`src/sv/irhst_pkg.sv`:
```
// Package for the ICMP reply host status table.
// Holds the beat types, command, state and outcome codes, and the reply-type classifier.
// No dependencies.
`default_nettype none
package irhst_pkg;

  localparam int unsigned HostAw = 8;
  localparam logic [8:0] MaxHosts = 9'd256;
  localparam logic [10:0] MaxPacketBytes = 11'd1024;

  localparam logic [1:0] CMD_ADD  = 2'd0;
  localparam logic [1:0] CMD_PKT  = 2'd1;
  localparam logic [1:0] CMD_READ = 2'd2;
  localparam logic [1:0] CMD_MARK = 2'd3;

  localparam logic [2:0] ST_NOREPLY  = 3'd0;
  localparam logic [2:0] ST_OK       = 3'd1;
  localparam logic [2:0] ST_UNREACH  = 3'd2;
  localparam logic [2:0] ST_TTL      = 3'd3;
  localparam logic [2:0] ST_BAD      = 3'd4;
  localparam logic [2:0] ST_SENDFAIL = 3'd5;
  localparam logic [2:0] ST_OTHER    = 3'd6;

  localparam logic [1:0] OC_DONE   = 2'd0;
  localparam logic [1:0] OC_FULL   = 2'd1;
  localparam logic [1:0] OC_IGNORE = 2'd2;
  localparam logic [1:0] OC_EMPTY  = 2'd3;

  localparam logic [7:0] TYPE_ECHO_REPLY = 8'd0;
  localparam logic [7:0] TYPE_UNREACH    = 8'd3;
  localparam logic [7:0] TYPE_ECHO_REQ   = 8'd8;
  localparam logic [7:0] TYPE_TTL        = 8'd11;
  localparam logic [7:0] TYPE_SENDFAIL   = 8'd248;
  localparam logic [7:0] TYPE_BAD        = 8'd249;
  localparam logic [7:0] TYPE_NOREPLY    = 8'd250;

  typedef struct packed {
    logic [1:0]  command;
    logic [31:0] address;
    logic [7:0]  data_byte;
    logic        last_byte;
    logic [7:0]  entry_index;
  } in_beat_t;

  typedef struct packed {
    logic [1:0]  result_kind;
    logic [31:0] entry_address;
    logic [2:0]  host_state;
    logic [1:0]  outcome;
    logic [8:0]  pending_hosts;
    logic        all_answered;
  } out_beat_t;

  // Packet summary handed from the byte parser on the last byte.
  typedef struct packed {
    logic [7:0]  reply_type;
    logic        use_quoted;
    logic [31:0] quoted_target;
  } pkt_info_t;

  function automatic logic [2:0] classify(input logic [7:0] t);
    logic [2:0] s;
    case (t)
      TYPE_ECHO_REPLY: s = ST_OK;
      TYPE_UNREACH:    s = ST_UNREACH;
      TYPE_TTL:        s = ST_TTL;
      TYPE_SENDFAIL:   s = ST_SENDFAIL;
      TYPE_BAD:        s = ST_BAD;
      TYPE_NOREPLY:    s = ST_NOREPLY;
      default:         s = ST_OTHER;
    endcase
    return s;
  endfunction

endpackage
`default_nettype wire

```
`src/sv/irhst_parser.sv`:
```
// Packet byte parser: tracks position, header length, ICMP type and quoted target.
// Depends on irhst_pkg.
`default_nettype none
module irhst_parser (
  input  wire logic                 clk_i,
  input  wire logic                 rst_ni,
  input  wire logic                 byte_en_i,
  input  wire logic [7:0]           data_byte_i,
  input  wire logic                 last_byte_i,
  output irhst_pkg::pkt_info_t      info_o
);
  import irhst_pkg::*;

  logic [10:0] pos_q, pos_d;
  logic [5:0]  hb_q, hb_d;
  logic [7:0]  rt_q, rt_d;
  logic [31:0] qt_q, qt_d;
  logic        in_rng;
  logic [10:0] hb_w;
  logic [7:0]  ptype;

  // Fold the current byte into the running packet state.
  always_comb begin
    in_rng = pos_q < MaxPacketBytes;
    hb_d = hb_q;
    rt_d = rt_q;
    qt_d = qt_q;
    pos_d = pos_q;
    if (in_rng) begin
      if (pos_q == 11'd0) begin
        hb_d = {data_byte_i[3:0], 2'b00};
      end
      if (pos_q == {5'd0, hb_d}) begin
        rt_d = data_byte_i;
      end
      if (pos_q >= {5'd0, hb_d} + 11'd24 && pos_q < {5'd0, hb_d} + 11'd28) begin
        qt_d = {qt_q[23:0], data_byte_i};
      end
      pos_d = pos_q + 11'd1;
    end
    hb_w = {5'd0, hb_d};
  end

  // Classify the packet as it stands after this byte.
  always_comb begin
    ptype = (pos_d >= hb_w + 11'd8) ? rt_d : TYPE_BAD;
    info_o.use_quoted = 1'b0;
    if (ptype == TYPE_UNREACH || ptype == TYPE_TTL) begin
      if (pos_d >= hb_w + 11'd28) begin
        info_o.use_quoted = 1'b1;
      end else begin
        ptype = TYPE_BAD;
      end
    end
    info_o.reply_type = ptype;
    info_o.quoted_target = qt_d;
  end

  // Packet state registers, cleared after the last byte.
  always_ff @(posedge clk_i or negedge rst_ni) begin
    if (!rst_ni) begin
      pos_q <= '0;
      hb_q <= '0;
      rt_q <= '0;
      qt_q <= '0;
    end else if (byte_en_i) begin
      if (last_byte_i) begin
        pos_q <= '0;
        hb_q <= '0;
        rt_q <= '0;
        qt_q <= '0;
      end else begin
        pos_q <= pos_d;
        hb_q <= hb_d;
        rt_q <= rt_d;
        qt_q <= qt_d;
      end
    end
  end

endmodule
`default_nettype wire

```
`config.mk`:
```
export PLATFORM = sky130hd
export DESIGN_NAME = irhst_parser
export DESIGN_NICKNAME = d
export VERILOG_FILES = /design/src/sv/irhst_pkg.sv /design/src/sv/irhst_parser.sv
export SDC_FILE = /design/constraint.sdc
export NUM_CORES = 1
export LEC_CHECK = 0
export ABC_AREA = 1
export BUFFER_PORTS_ARGS = -buffer_cell sky130_fd_sc_hd__clkbuf_2
export CAP_MARGIN = 15
export CORE_UTILIZATION = 25
export CTS_BUF_LIST = sky130_fd_sc_hd__clkbuf_4 sky130_fd_sc_hd__clkbuf_8
export DETAILED_ROUTE_END_ITERATION = 12
export SLEW_MARGIN = 20
export SYNTH_ARGS = -nofsm -noshare
export SYNTH_HDL_FRONTEND = slang
export SYNTH_SLANG_ARGS = --single-unit
```
`constraint.sdc`:
```
create_clock -name clk_i -period 6.95 [get_ports clk_i]
set_clock_uncertainty 0.2 [all_clocks]
set_input_delay 0.3475 -clock clk_i [delete_from_list [all_inputs] [get_ports clk_i]]
set_output_delay 0.3475 -clock clk_i [all_outputs]
set_load 0.01 [all_outputs]
```
# Word level (Yosys, flattened, before mapping)

Index checks and enable logic that the tools add are counted.

$add $sub $neg: 5
$lt $le $gt $ge: 5
Equality and inequality tests: 3
Mux-type cells: 17
Reductions and logical operators: 3

Operator list:

| operator              | count |
|---|---|
| $mux 32               | 3 |
| $mux 8                | 6 |
| $ge 11x7->1           | 3 |
| $mux 6                | 4 |
| $mux 11               | 2 |
| $add 6x5->7 const B   | 3 |
| $add 11x1->11 const B | 1 |
| $eq 11x6->1           | 1 |
| $logic_not 11->1      | 1 |
| $lt 11x11->1 const B  | 1 |
| $lt 11x7->1           | 1 |
| $eq 8x2->1 const B    | 1 |
| $eq 8x4->1 const B    | 1 |
| $add 6x4->7 const B   | 1 |
| $mux 1                | 2 |
| $logic_and 1x1->1     | 1 |
| $logic_or 1x1->1      | 1 |

Register bits after elaboration: 57
Bits of input ports: 12
Word-level logic and storage cells: 37

# Longest topological paths before layout

Gate-level depths: netlist of run 1.

Depth after elaboration: 10
Depth in mapped cells: 22
Gate-level depth less buffers: 21

# Worst setup path before layout of run 1

No wires, ideal clock.

Path kind: reg2out
Start: register pos_q[0]
End: output port info_o[34] in the netlist's numbering
Data arrival time: 2.963 ns
Data required time: 6.403 ns
Setup slack: 3.440 ns
Stages on the path, launching flop included: 21
Path buffers: 0
Cells stage by stage: dfrtp_1 -> inv_1 -> ha_1 -> nand3_1 -> nor2_1 -> nand3_1 -> inv_2 -> nor2_1 -> a21oi_1 -> inv_1 -> ha_1 -> xnor2_1 -> ha_1 -> nand2_1 -> o21ai_0 -> nand2_1 -> nand3_1 -> nand3_2 -> nor2_4 -> nand3_1 -> nand2_1

RTL lines:

| item                   | line               | RTL |
|---|---|---|
| start, declared        | irhst_parser.sv:14 | `logic [10:0] pos_q, pos_d;` |
| start signal, assigned | irhst_parser.sv:73 | `pos_q <= pos_d;` |
| end, declared          | irhst_parser.sv:10 | `output irhst_pkg::pkt_info_t info_o` |

==> impl_metrics.csv, run 1 <==
group,metric,value,unit
clock_network,numCtsBuffers,9,
yosys,avgSynthCellArea,7.650,um2
yosys,async_reset_ff_frac,1.000,
yosys,ys_ff_latch,57,
grt,grt_max_degree,58,
power,p_int,673.5,uW
route,viasPerCell,4.561,
route,wl_met3,551,um
setup_path,critPathRequiredTime,6.40,ns
timing,finalHoldViolCount,0,
power,p_sw_frac,0.3994,
grt,track_usage,0.1350,
timing,worst_pin_slew,0.8621,ns
route,routed_wl,11090,um
hold_path,whs_path_depth,4,
route,routedWlPerCell,13.59,um
power,leakagePower,0.002361,uW
setup_path,cp_max_fo,40,
timing,slew_headroom,0.4246,
timing,fin_crit_sh,0.7210,
run_status,status,"finished clean",
route,m1WireLength,5529,um
grt,grt_pass1_wl,18590,um
yosys,yosysSeqAreaShare,0.3421,
route,wl_met2,4887,um
timing,fmax,199.6,MHz
clock_network,clock_insertion_delay_worst_skew,0.35,ns
floorplanning,die_x,131.1,um
clock_network,cts_max_level,3,
place,place_ws,2.315,ns
timing,post-route-min-period,5.011,ns
power,seq_power_share,0.324,
hold_path,hold_path_end,"hb_q[1]$_DFFE_PN0P_",
place,dp_hpwl,8341,um
yosys,synth_flop_cell,"dfrtp_1",
setup_path,worstSetupEndpointType,"primary output",
timing,setup_tns,0,ns
grt,grt_pass1_vias,3552,
power,clkPwrFrac,0.269,
setup_path,ff2ff_setup_slack,2.55,ns
setup_path,startpoint_type,"register",
hold_path,hold_path_class,"primary input to register",
floorplanning,start_util,0.2596,
setup_path,reg2regPathDepth,18,
timing,slew_violations,0,
clock_network,cts_tree,"built",
finish,drive_gt1_frac,0.2217,
yosys,syn_nets,590,
route,ant_nets,0,
clock_network,cts_resized,0,
setup_path,r2r_end,"qt_q[0]$_DFFE_PN0P_",
yosys,synth_warnings,0,
hold_path,min_from,"last_byte_i",
route,routed-via-count,3722,
timing,fin_ws,1.939,ns
yosys,synth_cell_types,41,
floorplanning,io_pins,53,
floorplanning,rows,46,
power,power_density,230.9,nW/um2
finish,fin_nets,642,
grt,grt-ovfl-total,0,
place,gp_congestion,0.8366,
route,dr.pass1.iters,5,
finish,n_antenna_cell,0,
finish,area_growth,16.51,%
timing,setup_viol,0,
power,power_switching,448.0,uW
place,numPortBuffers,52,
power,pwr-share-comb,0.407,
route,drt_iter0_markers,185,
clock_network,cts-root-buf,"clkbuf_8",
grt,antenna_found_initial,0,
finish,nFillCells,1745,
setup_path,reg2reg_from,"pos_q[0]$_DFFE_PN0P_",
finish,layout_common_cells,"nand2_1 (151), inv_1 (70), dfrtp_1 (57)",
clock_network,clkSinkCount,57,
timing,whs,0.1863,ns
yosys,syn_area,4169,um2
route,post-route-drc-count,0,
power,irDropWorstVdd,106.1,uV
finish,layout.cells.most_common,"nand2_1",
setup_path,worst-setup-path-type,"register to primary output",
setup_path,cp.arrival,4.46,ns
yosys,syn-instance-count,545,
timing,rsz0062_at_grt,"false",
floorplanning,die_height,131.1,um
clock_network,clock_path_buffers,2,
yosys,synth_edf_count,0,
floorplanning,design.core.area,16060,um2
job,maxCapViolCount,0,
route,highest_layer,"met4",
floorplanning,die_area,17200,um2
clock_network,path_clk_slew,0.06,ns
==> through the flow <==
step / utilization / instances / cell area, um2 / total power [uW]
floorplan: - / 545 / 4169 / 711.9
global placement: 0.2905 / 801 / 4664 / 822.6
detailed placement: 0.2905 / 801 / 4664 / 826.7
CTS: 0.3025 / 816 / 4857 / 1134
global route: 0.3025 / 816 / 4857 / 1207
finish: 0.3025 / 816 / 4857 / 1121
==> cells in the mapped netlist, types with 2 or more instances <==
| cell | number | area (um2) |
|---|---|---|
| nand3_4 | 3 | 52.55 |
| o21ai_1 | 25 | 125.1 |
| nand2_1 | 151 | 566.8 |
| nor2_1 | 22 | 82.58 |
| ha_1 | 33 | 412.9 |
| inv_2 | 5 | 18.77 |
| o21ai_0 | 26 | 130.1 |
| nor3_1 | 2 | 10.01 |
| nor2_4 | 3 | 33.78 |
| xor2_1 | 9 | 78.83 |
| inv_1 | 70 | 262.8 |
| nand3_1 | 20 | 100.1 |
| o21ai_2 | 20 | 175.2 |
| clkbuf_1 | 9 | 33.78 |
| a21oi_1 | 15 | 75.07 |
| nand2_2 | 14 | 87.58 |
| o22ai_1 | 12 | 75.07 |
| nand4_1 | 12 | 75.07 |
| nand3_2 | 4 | 40.04 |
| a22o_1 | 3 | 26.28 |
| dfrtp_1 | 57 | 1426 |
| nand2_4 | 5 | 56.30 |
| o21bai_1 | 2 | 15.01 |
| buf_2 | 6 | 30.03 |
==> routing by layer <==
metal	up-vias	track usage
met2	97	0.2104
met5	-	0
li1	1888	-
met4	0	0.03464
met3	9	0.02855
met1	1728	0.1879
==> logic make-up after synthesis <==
| family | count (synthesis) | synth area share |
|---|---|---|
| adders and majority gates | 33 | 0.09904 |
| AOI/OAI and AO/OA | 108 | 0.1630 |
| and+or+nand+nor | 244 | 0.2890 |
| buffers and inverters | 93 | 0.08583 |
| xor gates and xnor gates | 10 | 0.02101 |
| DFF | 57 | 0.3421 |
==> worst max path at each step <==
stage | start | to | slack (ns) | depth (start not counted)
floorplan | pos_q[0]$_DFFE_PN0P_ | info_o[34] | 3.44 | 20
global placement | pos_q[0]$_DFFE_PN0P_ | info_o[0] | 2.38 | 18
detailed placement | pos_q[0]$_DFFE_PN0P_ | info_o[0] | 2.32 | 17
CTS | pos_q[0]$_DFFE_PN0P_ | info_o[0] | 1.93 | 17
global route | pos_q[0]$_DFFE_PN0P_ | info_o[30] | 1.49 | 20
finish | pos_q[0]$_DFFE_PN0P_ | info_o[0] | 1.94 | 17
==> worst max-delay path: stages, from the launching register on <==
cell,delay (ns)
dfrtp_1,0.39
inv_1,0.13
ha_1,0.22
nand2_2,0.11
nor2_8,0.15
nand2_4,0.11
o21ai_1,0.38
inv_1,0.15
ha_1,0.23
xor2_1,0.16
ha_1,0.29
a21oi_1,0.13
nand2_1,0.07
a31oi_1,0.35
nand2_2,0.40
buf_4,0.41
o21ai_1,0.25
clkbuf_2,0.17
==> registers in the layout, indices dropped and copies added, names as in the netlist <==
name   count
qt_q      32
pos_q     11
rt_q       8
hb_q       6
==> power groups by stage <==
stage	logic [uW]	clock network [uW]	registers [uW]
floorplan	345	0	367
global placement	454	0	369
detailed placement	457	0	369
CTS	461	309	363
global route	518	323	365
finish	457	301	363
==> layout make-up <==
class                      instances  area [um2]  share of cell area
multi-input combinational        395        2387              0.4915
sequential                        57        1426              0.2937
timing repair buffer              57       300.3             0.06182
inverter                          77       290.3             0.05976
tap                              216       270.3             0.05564
clock buffer                      10       137.6             0.02834
clock inverter                     4       45.04            0.009274
==> repair_timing <==
item / in CTS / in global routing
hold buffers: 1 / 0
setup buffers: 0 / 0
endpoints found under the hold margin: 57 / 0
Note: power is estimated with default switching activity, not from simulation.
==> inputs of run 2 (changes only) <==
--- a/config.mk
+++ b/config.mk
@@ -5,7 +5,7 @@
 export SDC_FILE = /design/constraint.sdc
 export NUM_CORES = 1
 export LEC_CHECK = 0
-export ABC_AREA = 1
+export ABC_AREA = 0
 export BUFFER_PORTS_ARGS = -buffer_cell sky130_fd_sc_hd__clkbuf_2
 export CAP_MARGIN = 15
 export CORE_UTILIZATION = 25
==> constraint.sdc (replaced) <==
create_clock -name clk_i -period 4.8 [get_ports clk_i]
set_clock_uncertainty 0.2 [all_clocks]
set_input_delay 0.24 -clock clk_i [delete_from_list [all_inputs] [get_ports clk_i]]
set_output_delay 0.24 -clock clk_i [all_outputs]
set_load 0.01 [all_outputs]
==> impl_metrics.csv, run 2 <==
group,metric,value,unit
finish,nFillCells,1854,
grt,grt_max_degree,58,
finish,area_growth,25.68,%
route,dr.pass1.iters,5,
grt,track_usage,0.1436,
timing,slew_headroom,0.1808,
yosys,syn-instance-count,520,
job,maxCapViolCount,0,
timing,slew_violations,0,
place,place_area,5165,um2
route,routed-via-count,4292,
setup_path,path_cells,"inv_2 -> ha_4 -> or4b_4 -> nor4_4 -> buf_6 -> nand2_4 -> o21a_1 -> ha_2 -> xor2_1 -> ha_1 -> a21oi_2 -> a31oi_2 -> a2111oi_4 -> nand2_4 -> clkbuf_16 -> mux2_2 -> buf_6",
timing,setup_tns,0,ns
yosys,synth_edf_count,0,
setup_path,cpLargestDelayFamily,"simple AND/OR/NAND/NOR gates",
yosys,synth_warnings,0,
grt,antenna_found_initial,0,
floorplanning,io_pins,53,
setup_path,r2r_end,"qt_q[31]$_DFFE_PN0P_",
hold_path,hold_path_class,"primary input to register",
timing,post-route-min-period,4.743,ns
floorplanning,die_height,137.6,um
setup_path,critPathRequiredTime,4.36,ns
timing,fin_crit_sh,0.9882,
yosys,syn_nets,565,
route,routed_wl,13950,um
yosys,synth_common_cells,"dfrtp_1 (57), o21ai_0 (47), nand3_1 (39)",
floorplanning,design.core.area,18020,um2
floorplanning,rows,49,
route,post-route-drc-count,0,
power,irDropWorstVdd,147.1,uV
setup_path,worst-setup-path-type,"register to primary output",
setup_path,worstSetupEndpointType,"primary output",
setup_path,crit_slowest_cell,"or4b_4",
power,power_density,347.5,nW/um2
hold_path,min_from,"data_byte_i[5]",
yosys,avgSynthCellArea,8.845,um2
finish,post-route-util,0.3207,
clock_network,clkSinkCount,57,
clock_network,numCtsBuffers,9,
finish,reg_top3,"qt_q x32, pos_q x11, rt_q x8",
finish,fin_nets,630,
yosys,synth_top_cell_area_share,0.3101,
place,numPortBuffers,52,
timing,finalHoldViolCount,0,
finish,multi_input_area,3052,um2
run_status,status,"finished clean",
finish,layout.cells.most_common,"dfrtp_1",
power,leakagePower,0.002725,uW
yosys,synth_flop_cell,"dfrtp_1",
finish,layout_common_cells,"dfrtp_1 (57), o21ai_0 (47), nand3_1 (39), clkbuf_2 (39), nand2b_1 (38)",
finish,area.sequential,1426,um2
setup_path,startpoint_type,"register",
yosys,synth.largest_area_cell,"dfrtp_1",
place,dp_hpwl,8995,um
floorplanning,die_area,18940,um2
hold_path,hold_path_end,"rt_q[5]$_DFFE_PN0P_",
grt,grt_pass1_wl,20960,um
clock_network,cts_max_level,3,
clock_network,clock_insertion_delay_worst_skew,0.35,ns
yosys,syn_area,4599,um2
setup_path,cp_max_fo,8,
setup_path,cp.arrival,4.30,ns
floorplanning,start_util,0.2552,
yosys,synth.most_common_cell,"dfrtp_1",
route,viasPerCell,5.241,
timing,worst_pin_slew,1.198,ns
grt,grt-ovfl-total,0,
setup_path,ff2ff_setup_slack,0.57,ns
place,gp_congestion,0.8776,
clock_network,path_clk_slew,0.07,ns
yosys,async_reset_ff_frac,1.000,
hold_path,whs_path_depth,2,
route,routedWlPerCell,17.04,um
grt,grt_pass1_vias,3910,
place,place_ws,0.3145,ns
timing,fin_ws,0.05680,ns
yosys,ys_ff_latch,57,
setup_path,cp_num_buf_inv,4,
finish,n_antenna_cell,0,
clock_network,cts_tree,"built",
yosys,yosysSeqAreaShare,0.3101,
finish,largest_reg_flops,32,
finish,finalInstanceArea,5781,um2
clock_network,cts-root-buf,"clkbuf_8",
timing,whs,0.007725,ns
route,ant_nets,0,
floorplanning,die_x,137.6,um
finish,drive_gt1_frac,0.2831,
timing,rsz0062_at_grt,"true",
timing,fmax,210.8,MHz
timing,setup_viol,0,
yosys,synth_cell_types,57,
setup_path,reg2regPathDepth,17,
clock_network,clock_path_buffers,2,
setup_path,max_stage_delay,0.47,ns
yosys,netlist_top_cells_area,"dfrtp_1 (31%), ha_1 (9.0%), mux2_2 (5.4%)",
setup_path,reg2reg_from,"pos_q[1]$_DFFE_PN0P_",
finish,regMostFlops,"qt_q",
route,drt_iter0_markers,372,
==> run 2: worst max-delay path by stage <==
| stage | depth (start not counted) | start | endpoint |
|---|---|---|---|
| 2_1_floorplan | 15 | pos_q[0]$_DFFE_PN0P_ | info_o[13] |
| 3_3_place_gp | 14 | pos_q[7]$_DFFE_PN0P_ | info_o[23] |
| 3_5_place_dp | 15 | pos_q[7]$_DFFE_PN0P_ | info_o[23] |
| 4_1_cts | 17 | pos_q[1]$_DFFE_PN0P_ | info_o[23] |
| 5_1_grt | 17 | pos_q[1]$_DFFE_PN0P_ | info_o[31] |
| 6_report | 17 | pos_q[1]$_DFFE_PN0P_ | info_o[0] |
==> run 2: through the flow <==
stage	power, uW	instances
floorplan	1134	520
CTS	1888	803
finish	2009	819
detailed placement	1406	785
global placement	1397	785
global route	2140	819
==> run 2: cell families (layout without fill, tap and decap cells) <==
| logic type | count (synthesis) | count (layout) | synth area share |
|---|---|---|---|
| xor+xnor | 13 | 13 | 0.02476 |
| simple gates | 201 | 201 | 0.2557 |
| compound gates | 107 | 107 | 0.1537 |
| mux | 46 | 46 | 0.1104 |
| fa+ha+maj | 33 | 33 | 0.08977 |
| flops | 57 | 57 | 0.3101 |
| buf+inv | 63 | 133 | 0.05549 |
==> run 2: layer usage <==
metal | track usage | routed length (um)
met5 | 0 | 0
met4 | 0.05250 | 253
met3 | 0.02391 | 550
met2 | 0.2183 | 6401
met1 | 0.2018 | 6747
==> run 2: repair_timing <==
item,CTS,global route
hold buffers,1,0
pin swaps,1,8
gates cloned,0,3
gates resized for setup,0,65
endpoints found under the hold margin,57,0
endpoints found under the setup margin,31,41
buffers inserted,1,13
==> run 2: power by group <==
| part | internal, uW | total, uW | switching, uW |
|---|---|---|---|
| combinational | 418 | 880 | 462 |
| clock | 258 | 470 | 213 |
| sequential | 552 | 658 | 106 |
==> run 2: final cells by class <==
cell class              instances  share of cell area
clock buffers                  11             0.02511
flip-flops and latches         57              0.2468
multi-input cells             400              0.5279
repair buffers                 91              0.1242
inverters                      26             0.01688
clock inverters                 5            0.009524
well taps                     229             0.04957
==> run 2: worst register-to-register path, delay by kind of cell, from the launching register on <==
family | cells | cell delay [ns]
xor gates and xnor gates | 1 | 0.16
adders and majority gates | 3 | 0.70
AOI/OAI and AO/OA | 5 | 1.06
DFF | 1 | 0.40
buffers and inverters | 4 | 0.62
and+or+nand+nor | 4 | 0.98
